File: config.mk
export PLATFORM = sky130hd
export DESIGN_NAME = ir_ring_pulse_direction_vector_flat
export DESIGN_NICKNAME = d
export VERILOG_FILES = /design/src/hdl/irdv_pkg.sv /design/src/hdl/irdv_if.sv /design/src/hdl/irdv_measure.sv /design/src/hdl/irdv_scale.sv /design/src/hdl/irdv_accum.sv /design/src/hdl/ir_ring_pulse_direction_vector.sv /design/src/flat_wrapper.sv
export SDC_FILE = /design/constraint.sdc
export NUM_CORES = 2
export LEC_CHECK = 0
export ABC_AREA = 0
export ABC_CLOCK_PERIOD_IN_PS = 22900
export BUFFER_PORTS_ARGS = -buffer_cell sky130_fd_sc_hd__buf_2
export CAP_MARGIN = 0
export CORE_MARGIN = 10
export CORE_UTILIZATION = 48
export DETAILED_ROUTE_END_ITERATION = 8
export MAX_ROUTING_LAYER = met4
export PLACE_DENSITY = 0.71
export RECOVER_POWER = 25
export SYNTH_ARGS = -nofsm -noshare
export SYNTH_HDL_FRONTEND = slang
export SYNTH_SLANG_ARGS = --single-unit
File: constraint.sdc
create_clock -name clk -period 22.9 [get_ports clk]
set_input_delay 4.58 -clock clk [delete_from_list [all_inputs] [get_ports clk]]
set_output_delay 4.58 -clock clk [all_outputs]
set_load 0.01 [all_outputs]
File: src/hdl/irdv_pkg.sv
package irdv_pkg;

  // Field widths of the sample and result beats
  localparam int PIN_COUNT  = 12;
  localparam int SENSOR_W   = 4;
  localparam int VALUE_W    = 17;
  localparam int POWER_W    = 35;
  localparam int COUNT_W    = 6;
  localparam int WEIGHT_W   = 16;
  localparam int PROD_W     = 32;

  // Low time above this always gives the saturated value 131071
  localparam int CLAMP_W = 21;
  localparam logic [CLAMP_W-1:0] LOW_CLAMP = 21'd1703935;

  // floor(x / 13) == (x * RECIP_13) >> RECIP_SHIFT for every x below 2^21
  localparam int RECIP_W     = 22;
  localparam int RECIP_SHIFT = 25;
  localparam logic [RECIP_W-1:0] RECIP_13 = 22'd2581111;

  // Saturation limits of the direction sums
  localparam logic signed [POWER_W:0] SUM_MAX = 36'sd17179869183;
  localparam logic signed [POWER_W:0] SUM_MIN = -36'sd17179869184;

  // Register map
  localparam logic [5:0] CHANGES_RESET = 6'd10;
  localparam logic       REG_CHANGES   = 1'b0;

  // Sensor finished in the measure stage
  typedef struct packed {
    logic [SENSOR_W-1:0] sensor;
    logic                done;
    logic [CLAMP_W-1:0]  low_time;
  } finish_t;

  // Sensor value after the divide by 13
  typedef struct packed {
    logic [SENSOR_W-1:0] sensor;
    logic                done;
    logic [VALUE_W-1:0]  value;
  } value_t;

  // Sensor value with its weighted terms
  typedef struct packed {
    logic [SENSOR_W-1:0]      sensor;
    logic                     done;
    logic [VALUE_W-1:0]       value;
    logic signed [PROD_W-1:0] prod_x;
    logic signed [PROD_W-1:0] prod_y;
  } term_t;

  // Ring position reduced to the twelve 30 degree angles
  function automatic logic [SENSOR_W-1:0] angle_of(input logic [SENSOR_W-1:0] s);
    angle_of = (s >= 4'd12) ? s - 4'd12 : s;
  endfunction

  // cos(30 deg * k) in Q1.14
  function automatic logic signed [WEIGHT_W-1:0] cos_weight(input logic [SENSOR_W-1:0] s);
    case (angle_of(s))
      4'd0:    cos_weight = 16'sd16384;
      4'd1:    cos_weight = 16'sd14189;
      4'd2:    cos_weight = 16'sd8192;
      4'd3:    cos_weight = 16'sd0;
      4'd4:    cos_weight = -16'sd8192;
      4'd5:    cos_weight = -16'sd14189;
      4'd6:    cos_weight = -16'sd16384;
      4'd7:    cos_weight = -16'sd14189;
      4'd8:    cos_weight = -16'sd8192;
      4'd9:    cos_weight = 16'sd0;
      4'd10:   cos_weight = 16'sd8192;
      4'd11:   cos_weight = 16'sd14189;
      default: cos_weight = 16'sd0;
    endcase
  endfunction

  // sin(30 deg * k) in Q1.14
  function automatic logic signed [WEIGHT_W-1:0] sin_weight(input logic [SENSOR_W-1:0] s);
    case (angle_of(s))
      4'd0:    sin_weight = 16'sd0;
      4'd1:    sin_weight = 16'sd8192;
      4'd2:    sin_weight = 16'sd14189;
      4'd3:    sin_weight = 16'sd16384;
      4'd4:    sin_weight = 16'sd14189;
      4'd5:    sin_weight = 16'sd8192;
      4'd6:    sin_weight = 16'sd0;
      4'd7:    sin_weight = -16'sd8192;
      4'd8:    sin_weight = -16'sd14189;
      4'd9:    sin_weight = -16'sd16384;
      4'd10:   sin_weight = -16'sd14189;
      4'd11:   sin_weight = -16'sd8192;
      default: sin_weight = 16'sd0;
    endcase
  endfunction

endpackage

File: src/hdl/irdv_if.sv
interface irdv_sample_if;
  import irdv_pkg::*;
  logic                 valid;
  logic                 ready;
  logic [PIN_COUNT-1:0] pin_levels;

  modport source (output valid, output pin_levels, input ready);
  modport sink   (input valid, input pin_levels, output ready);
endinterface

interface irdv_result_if;
  import irdv_pkg::*;
  logic                      valid;
  logic                      ready;
  logic [SENSOR_W-1:0]       sensor_index;
  logic [VALUE_W-1:0]        sensor_value;
  logic                      scan_done;
  logic signed [POWER_W-1:0] power_x;
  logic signed [POWER_W-1:0] power_y;

  modport source (output valid, output sensor_index, output sensor_value,
                  output scan_done, output power_x, output power_y, input ready);
  modport sink   (input valid, input sensor_index, input sensor_value,
                  input scan_done, input power_x, input power_y, output ready);
endinterface

File: src/hdl/irdv_measure.sv
module irdv_measure
  import irdv_pkg::*;
#(
  parameter int SENSOR_COUNT = 12,
  parameter int TIME_BITS    = 20
) (
  input  logic                clk,
  input  logic                rst,
  input  logic                adv,
  input  logic [COUNT_W-1:0]  changes_per_measure,
  irdv_sample_if.sink         samples,
  output logic                finish_valid,
  output finish_t             finish
);

  localparam int EXT_W = (TIME_BITS > CLAMP_W) ? TIME_BITS : CLAMP_W;

  logic [SENSOR_W-1:0]  current_sensor, current_sensor_next;
  logic                 measuring, measuring_next;
  logic                 last_level, last_level_next;
  logic [COUNT_W-1:0]   change_count, change_count_next;
  logic [TIME_BITS-1:0] low_time, low_time_next;

  logic                 accept;
  logic                 level;
  logic                 fin;
  logic                 scan_end;
  logic [EXT_W-1:0]     low_ext;
  logic [CLAMP_W-1:0]   low_clamped;

  assign samples.ready = adv;
  assign accept        = samples.valid && adv;

  // Track the current sensor: latch, count changes, add up low time
  always_comb begin
    level = 1'b0;
    if (current_sensor < SENSOR_W'(PIN_COUNT)) begin
      level = samples.pin_levels[current_sensor];
    end
    current_sensor_next = current_sensor;
    measuring_next      = measuring;
    last_level_next     = last_level;
    change_count_next   = change_count;
    low_time_next       = low_time;
    if (!measuring) begin
      last_level_next   = level;
      measuring_next    = 1'b1;
      change_count_next = '0;
      low_time_next     = '0;
      fin               = (changes_per_measure == '0);
    end else begin
      if (!last_level && !(&low_time)) begin
        low_time_next = low_time + 1'b1;
      end
      if (level != last_level) begin
        last_level_next   = level;
        change_count_next = change_count + 1'b1;
      end
      fin = !(change_count_next < changes_per_measure);
    end
    scan_end = ({1'b0, current_sensor} + 1'b1) >= (SENSOR_W + 1)'(SENSOR_COUNT);
    if (fin) begin
      measuring_next      = 1'b0;
      current_sensor_next = scan_end ? '0 : current_sensor + 1'b1;
    end
  end

  // Clamp the low time to the range the divider covers
  always_comb begin
    low_ext     = EXT_W'(low_time_next);
    low_clamped = (low_ext > EXT_W'(LOW_CLAMP)) ? LOW_CLAMP : low_ext[CLAMP_W-1:0];
  end

  // Update state on each accepted beat
  always_ff @(posedge clk) begin
    if (rst) begin
      current_sensor <= '0;
      measuring      <= 1'b0;
      last_level     <= 1'b0;
      change_count   <= '0;
      low_time       <= '0;
    end else if (accept) begin
      current_sensor <= current_sensor_next;
      measuring      <= measuring_next;
      last_level     <= last_level_next;
      change_count   <= change_count_next;
      low_time       <= low_time_next;
    end
  end

  // Hand a finished sensor to the scale stage
  always_ff @(posedge clk) begin
    if (rst) begin
      finish_valid <= 1'b0;
    end else if (adv) begin
      finish_valid <= accept && fin;
    end
  end

  always_ff @(posedge clk) begin
    if (adv) begin
      finish.sensor   <= current_sensor;
      finish.done     <= scan_end;
      finish.low_time <= low_clamped;
    end
  end

  a_sensor_in_ring: assert property (@(posedge clk) disable iff (rst)
    {1'b0, current_sensor} < (SENSOR_W + 1)'(SENSOR_COUNT))
    else $error("sensor position left the ring");

  a_done_on_last: assert property (@(posedge clk) disable iff (rst)
    finish_valid && finish.done |-> finish.sensor == SENSOR_W'(SENSOR_COUNT - 1))
    else $error("scan ended on a sensor other than the last");

endmodule

File: src/hdl/irdv_scale.sv
module irdv_scale
  import irdv_pkg::*;
(
  input  logic    clk,
  input  logic    rst,
  input  logic    adv,
  input  logic    finish_valid,
  input  finish_t finish,
  output logic    term_valid,
  output term_t   term
);

  logic [CLAMP_W+RECIP_W-1:0]    quot_prod;
  logic                          value_valid;
  value_t                        value_q;
  logic signed [VALUE_W+WEIGHT_W:0] px, py;

  // Divide by 13 through the reciprocal
  assign quot_prod = CLAMP_W'(finish.low_time) * RECIP_W'(RECIP_13);

  // Weight the value by the sensor angle
  assign px = $signed({1'b0, value_q.value}) * cos_weight(value_q.sensor);
  assign py = $signed({1'b0, value_q.value}) * sin_weight(value_q.sensor);

  // Advance the valid bits
  always_ff @(posedge clk) begin
    if (rst) begin
      value_valid <= 1'b0;
      term_valid  <= 1'b0;
    end else if (adv) begin
      value_valid <= finish_valid;
      term_valid  <= value_valid;
    end
  end

  // Advance the payload
  always_ff @(posedge clk) begin
    if (adv) begin
      value_q.sensor <= finish.sensor;
      value_q.done   <= finish.done;
      value_q.value  <= quot_prod[RECIP_SHIFT +: VALUE_W];
      term.sensor    <= value_q.sensor;
      term.done      <= value_q.done;
      term.value     <= value_q.value;
      term.prod_x    <= px[PROD_W-1:0];
      term.prod_y    <= py[PROD_W-1:0];
    end
  end

endmodule

File: src/hdl/irdv_accum.sv
module irdv_accum
  import irdv_pkg::*;
(
  input  logic           clk,
  input  logic           rst,
  input  logic           term_valid,
  input  term_t          term,
  output logic           adv,
  irdv_result_if.source  results
);

  logic signed [POWER_W-1:0] sum_x, sum_y;
  logic signed [POWER_W:0]   raw_x, raw_y;
  logic signed [POWER_W-1:0] sat_x, sat_y;

  // Stall everything while a result beat waits
  assign adv = !results.valid || results.ready;

  // Add the terms with saturation at the signed 35-bit limits
  always_comb begin
    raw_x = {sum_x[POWER_W-1], sum_x} + (POWER_W + 1)'(term.prod_x);
    raw_y = {sum_y[POWER_W-1], sum_y} + (POWER_W + 1)'(term.prod_y);
    if (raw_x > SUM_MAX) begin
      sat_x = SUM_MAX[POWER_W-1:0];
    end else if (raw_x < SUM_MIN) begin
      sat_x = SUM_MIN[POWER_W-1:0];
    end else begin
      sat_x = raw_x[POWER_W-1:0];
    end
    if (raw_y > SUM_MAX) begin
      sat_y = SUM_MAX[POWER_W-1:0];
    end else if (raw_y < SUM_MIN) begin
      sat_y = SUM_MIN[POWER_W-1:0];
    end else begin
      sat_y = raw_y[POWER_W-1:0];
    end
  end

  // Hold the sums, clear them at the end of a scan
  always_ff @(posedge clk) begin
    if (rst) begin
      sum_x <= '0;
      sum_y <= '0;
    end else if (adv && term_valid) begin
      sum_x <= term.done ? '0 : sat_x;
      sum_y <= term.done ? '0 : sat_y;
    end
  end

  // Output register
  always_ff @(posedge clk) begin
    if (rst) begin
      results.valid <= 1'b0;
    end else if (adv) begin
      results.valid <= term_valid;
    end
  end

  always_ff @(posedge clk) begin
    if (adv) begin
      results.sensor_index <= term.sensor;
      results.sensor_value <= term.value;
      results.scan_done    <= term.done;
      results.power_x      <= term.done ? sat_x : '0;
      results.power_y      <= term.done ? sat_y : '0;
    end
  end

  a_power_only_on_done: assert property (@(posedge clk) disable iff (rst)
    results.valid && !results.scan_done |-> results.power_x == '0 && results.power_y == '0)
    else $error("sums shown on a beat that does not end a scan");

  a_sums_cleared: assert property (@(posedge clk) disable iff (rst)
    adv && term_valid && term.done |=> sum_x == '0 && sum_y == '0)
    else $error("sums not cleared after the end of a scan");

endmodule

File: src/hdl/ir_ring_pulse_direction_vector.sv
// Channel   Dir  Fields                                            Beat
// samples   in   pin_levels[11:0]                                  one microsecond tick
// results   out  sensor_index, sensor_value, scan_done,            one finished sensor
//                power_x, power_y
// apb       in   changes_per_measure at byte address 0             register write / read
//
// One sample beat is taken every cycle while no result beat waits; a finished sensor
// leaves through the measure, divide, weight and accumulate registers.
// Reset (rst, synchronous) clears the measurement state and sums and sets
// changes_per_measure to 10.
// A result beat that is not taken stalls the whole pipeline, the sample side included.
module ir_ring_pulse_direction_vector
  import irdv_pkg::*;
#(
  parameter int SENSOR_COUNT = 12,
  parameter int TIME_BITS    = 20
) (
  input  logic           clk,
  input  logic           rst,
  irdv_sample_if.sink    samples,
  irdv_result_if.source  results,
  input  logic           psel,
  input  logic           penable,
  input  logic           pwrite,
  input  logic [2:0]     paddr,
  input  logic [31:0]    pwdata,
  output logic [31:0]    prdata,
  output logic           pready
);

  logic [COUNT_W-1:0] changes_per_measure;
  logic               adv;
  logic               finish_valid;
  finish_t            finish;
  logic               term_valid;
  term_t              term;

  // Configuration register
  assign pready = 1'b1;
  assign prdata = (paddr[2] == REG_CHANGES) ? 32'(changes_per_measure) : '0;

  always_ff @(posedge clk) begin
    if (rst) begin
      changes_per_measure <= CHANGES_RESET;
    end else if (psel && penable && pwrite && paddr[2] == REG_CHANGES) begin
      changes_per_measure <= pwdata[COUNT_W-1:0];
    end
  end

  irdv_measure #(
    .SENSOR_COUNT (SENSOR_COUNT),
    .TIME_BITS    (TIME_BITS)
  ) u_measure (
    .clk                 (clk),
    .rst                 (rst),
    .adv                 (adv),
    .changes_per_measure (changes_per_measure),
    .samples             (samples),
    .finish_valid        (finish_valid),
    .finish              (finish)
  );

  irdv_scale u_scale (
    .clk          (clk),
    .rst          (rst),
    .adv          (adv),
    .finish_valid (finish_valid),
    .finish       (finish),
    .term_valid   (term_valid),
    .term         (term)
  );

  irdv_accum u_accum (
    .clk        (clk),
    .rst        (rst),
    .term_valid (term_valid),
    .term       (term),
    .adv        (adv),
    .results    (results)
  );

endmodule

File: src/flat_wrapper.sv
// flat-port wrapper written by rule: the top's interface ports become plain ports
module ir_ring_pulse_direction_vector_flat import irdv_pkg::*;
#(
  parameter int SENSOR_COUNT = 12,
  parameter int TIME_BITS    = 20
)
  (clk, rst, psel, penable, pwrite, paddr, pwdata, prdata, pready, samples_valid, samples_pin_levels, samples_ready, results_valid, results_sensor_index, results_sensor_value, results_scan_done, results_power_x, results_power_y, results_ready);
  irdv_sample_if samples_i ();
  irdv_result_if results_i ();
  input  logic clk;
  input  logic rst;
  input  logic psel;
  input  logic penable;
  input  logic pwrite;
  input  logic [2:0] paddr;
  input  logic [31:0] pwdata;
  output logic [31:0] prdata;
  output logic pready;
  input wire logic [$bits(samples_i.valid)-1:0] samples_valid;
  input wire logic [$bits(samples_i.pin_levels)-1:0] samples_pin_levels;
  output wire logic [$bits(samples_i.ready)-1:0] samples_ready;
  output wire logic [$bits(results_i.valid)-1:0] results_valid;
  output wire logic [$bits(results_i.sensor_index)-1:0] results_sensor_index;
  output wire logic [$bits(results_i.sensor_value)-1:0] results_sensor_value;
  output wire logic [$bits(results_i.scan_done)-1:0] results_scan_done;
  output wire logic [$bits(results_i.power_x)-1:0] results_power_x;
  output wire logic [$bits(results_i.power_y)-1:0] results_power_y;
  input wire logic [$bits(results_i.ready)-1:0] results_ready;
  assign samples_i.valid = samples_valid;
  assign samples_i.pin_levels = samples_pin_levels;
  assign samples_ready = samples_i.ready;
  assign results_valid = results_i.valid;
  assign results_sensor_index = results_i.sensor_index;
  assign results_sensor_value = results_i.sensor_value;
  assign results_scan_done = results_i.scan_done;
  assign results_power_x = results_i.power_x;
  assign results_power_y = results_i.power_y;
  assign results_i.ready = results_ready;
  ir_ring_pulse_direction_vector #(.SENSOR_COUNT(SENSOR_COUNT), .TIME_BITS(TIME_BITS)) u_core (.clk(clk), .rst(rst), .samples(samples_i), .results(results_i), .psel(psel), .penable(penable), .pwrite(pwrite), .paddr(paddr), .pwdata(pwdata), .prdata(prdata), .pready(pready));
endmodule
==> out/results.tsv <==
metric	value	unit
largest area contributor in the netlist	fa_1	
worst hold path depth	0	
CP Max Fanout	45	
CP Class	in2out	
clock sink count	337	
Placed Area	0.0400	mm²
worst hold path startpoint	u_core.u_scale.term[74]	
area fraction of the dominant cell type after synthesis	26.3	%
WL met2	40100	µm
global-route wire length before repair	143000	µm
Hold Fails Final Rpt	0	
uppermost layer routed	met4	
fin util	52.3	%
worst r2r src	u_core.u_scale.value_q[18]	
failing checks	max-capacitance violations, max-slew violations	
ANT cells	0	
Clock transition at path regs	0.07	ns
multi-input logic area	0.0260	mm²
Setup Skew	0.0696	ns
sequential share of the synthesized area	23.4	%
CTS tree	done	
Post-synth EDFFs	225	
CORE AREA	0.0791	mm²
Die Y	303	µm
Tot GR Track Use	19.7	%
Max IR drop VDD	0.0457	mV
Worst setup EP type	primary output	
crit path time final	11.11	ns
gr ovfl total	0	
final hold slack	0.415	ns
flop2flop setup slack	13.49	ns
Routed Antenna Nets	0	
ratio of final minimum period to clock period	48.5	%
wire length on met1	39900	µm
Resized Gates After CTS	0	
commonest non-fill, non-tap cell in the layout	inv_1	
Reg area	0.00900	mm²
post-synthesis instance area	0.0384	mm²
Reg2Reg Capture Point	u_core.u_scale.term[28]	
cell count after synthesis	3911	
CP Launch Type	primary input	
top post-synthesis cells by area	fa_1 26%, edfxtp_1 18%, ha_1 16%, inv_1 7.7%, dfxtp_1 5.8%	
full die area	0.0918	mm²
WP data required	18.32	ns
unrepaired setup endpoints after global routing	false	
metal3 WL	4670	µm
setup violators final	0	
Max Slew Vio Count	64	
Design Area, Final	0.0414	mm²
CP arrival	6.53	ns
Synth cell types	87	
via/cell ratio	5.24	
#FFs+latches synth	337	
width of the die	303	µm
Finished Layout Cells	5079	
hold path endpoint	u_core.u_accum.results.sensor_value[10]	
async set-reset flop share out of synthesis	0	%
cells on worst reg2reg path	26	
Setup Buffers After CTS	0	
share of layout cells above drive strength 1	6.35	%
Final nets	5055	
outcome	finished with violations	
I/O Pins	181	
clk_lat worst skew	0.61	ns
DR DRC count	0	
vias in the first global route	27200	
Leak	0.0224	µW
gpl congestion	0.942	
count of hold-fix buffers inserted at cts	0	
row count	103	
worst min-delay path class	reg2reg	
Syn Area/Cell	9.83	µm²
CTS Buffer Depth	3	
PortBufs	125	
total wire length	86800	µm
# placed instances	5004	
TritonCTS Buffers	42	
Slew headroom	-39.1	%
DR WL/cell	17.1	µm
Starting Density	48.6	%
Power Dens Cells	35.5	mW/mm²
largest net degree at the start of global routing	93	
H-tree levels	2	
total number of vias	26600	
Post-synth top flop	edfxtp_1	
clock root buffer	clkbuf_16	
max-capacitance violation count	2	
TritonRoute pass-1 iters	7	
drt initial violations	1521	
Fmax	0.0900	GHz
setup_tns	0	ns
Worst-Margin Slew	2.08	ns
HPWL Detailed	72000	µm
initial antenna violation count	2	
Fillers	7158	
Area Overhead vs Synth	7.73	%
commonest cells after routing, fill and taps aside	791 x inv_1, 506 x fa_1, 497 x ha_1, 309 x nand2_1, 234 x nor2_1	
yosys warns	0	
-- stage by stage --
| step | setup slack [ns] | total power [µW] |
|---|---|---|
| after detailed placement | 12.94 | 807 |
| after floorplan | 10.95 | 771 |
| after global routing | 11.54 | 1530 |
| after CTS | 12.93 | 1490 |
| after global placement | 12.94 | 804 |
| final | 11.79 | 1470 |
-- worst max-delay path, stage by stage --
cell and delay (ns):
buf_2 0.07, inv_1 0.05, nand2_1 1.46, buf_2 0.36
-- worst max-delay path by stage --
stage,from,end
2_1_floorplan,results_ready,samples_ready
3_3_place_gp,results_ready,samples_ready
3_5_place_dp,results_ready,samples_ready
4_1_cts,results_ready,samples_ready
5_1_grt,results_ready,samples_ready
6_report,results_ready,samples_ready
-- per-layer routing --
metal  vias to the layer above  GRT usage, %
li1                      12900             -
met1                     12900          26.7
met2                       656          31.3
met3                       112          2.32
met4                         0          5.07
met5                         -             -
-- final cells by class --
type	instances	area share [%]
timing repair buffer	143	1.82
tap	1050	3.17
clock inverter	24	0.695
sequential	337	21.7
inverter	792	7.18
clock buffer	51	2.72
multi-input combinational	2682	62.7
-- cells by family after synthesis --
| family | share of synthesized area (%) |
|---|---|
| other | 0.0195 |
| XOR/XNOR | 3.35 |
| AO/OA/AOI/OAI | 10.2 |
| AND/OR/NAND/NOR | 10.3 |
| buffers and inverters | 9.36 |
| multiplexers | 0.723 |
| adder cells (fa/ha/maj) | 42.6 |
| flip-flops | 23.4 |
-- power breakdown --
part | switching, µW | total, µW | internal [µW]
combinational | 81.4 | 128 | 46.6
clock | 277 | 677 | 400
sequential | 10.9 | 666 | 655
-- flip-flops by register name, summed over array words and instances, names as in the netlist, 4 cells and up --
register and flops:
u_core.changes_per_measure 6, u_core.u_accum.results.power_x 35, u_core.u_accum.results.power_y 35, u_core.u_accum.results.sensor_index 4, u_core.u_accum.results.sensor_value 17, u_core.u_accum.sum_x 35
u_core.u_accum.sum_y 35, u_core.u_measure.change_count 6, u_core.u_measure.current_sensor 4, u_core.u_measure.finish 25, u_core.u_measure.low_time 20, u_core.u_scale.term 86
u_core.u_scale.value_q 22
-- synth_stat cells (all sizes together), types with 25 or more instances --
cell    instances
nand4          34
nand2         309
clkbuf         88
fa            506
and2           55
or2            26
o21ai         163
ha            497
xor2           57
o21a           33
buf            37
and3           25
inv           791
a21oi         176
dfxtp         112
edfxtp        225
xnor2          90
nand3          38
a21o           71
nor3           60
nor2          234
No activity file was read; power rests on OpenSTA's default activity.
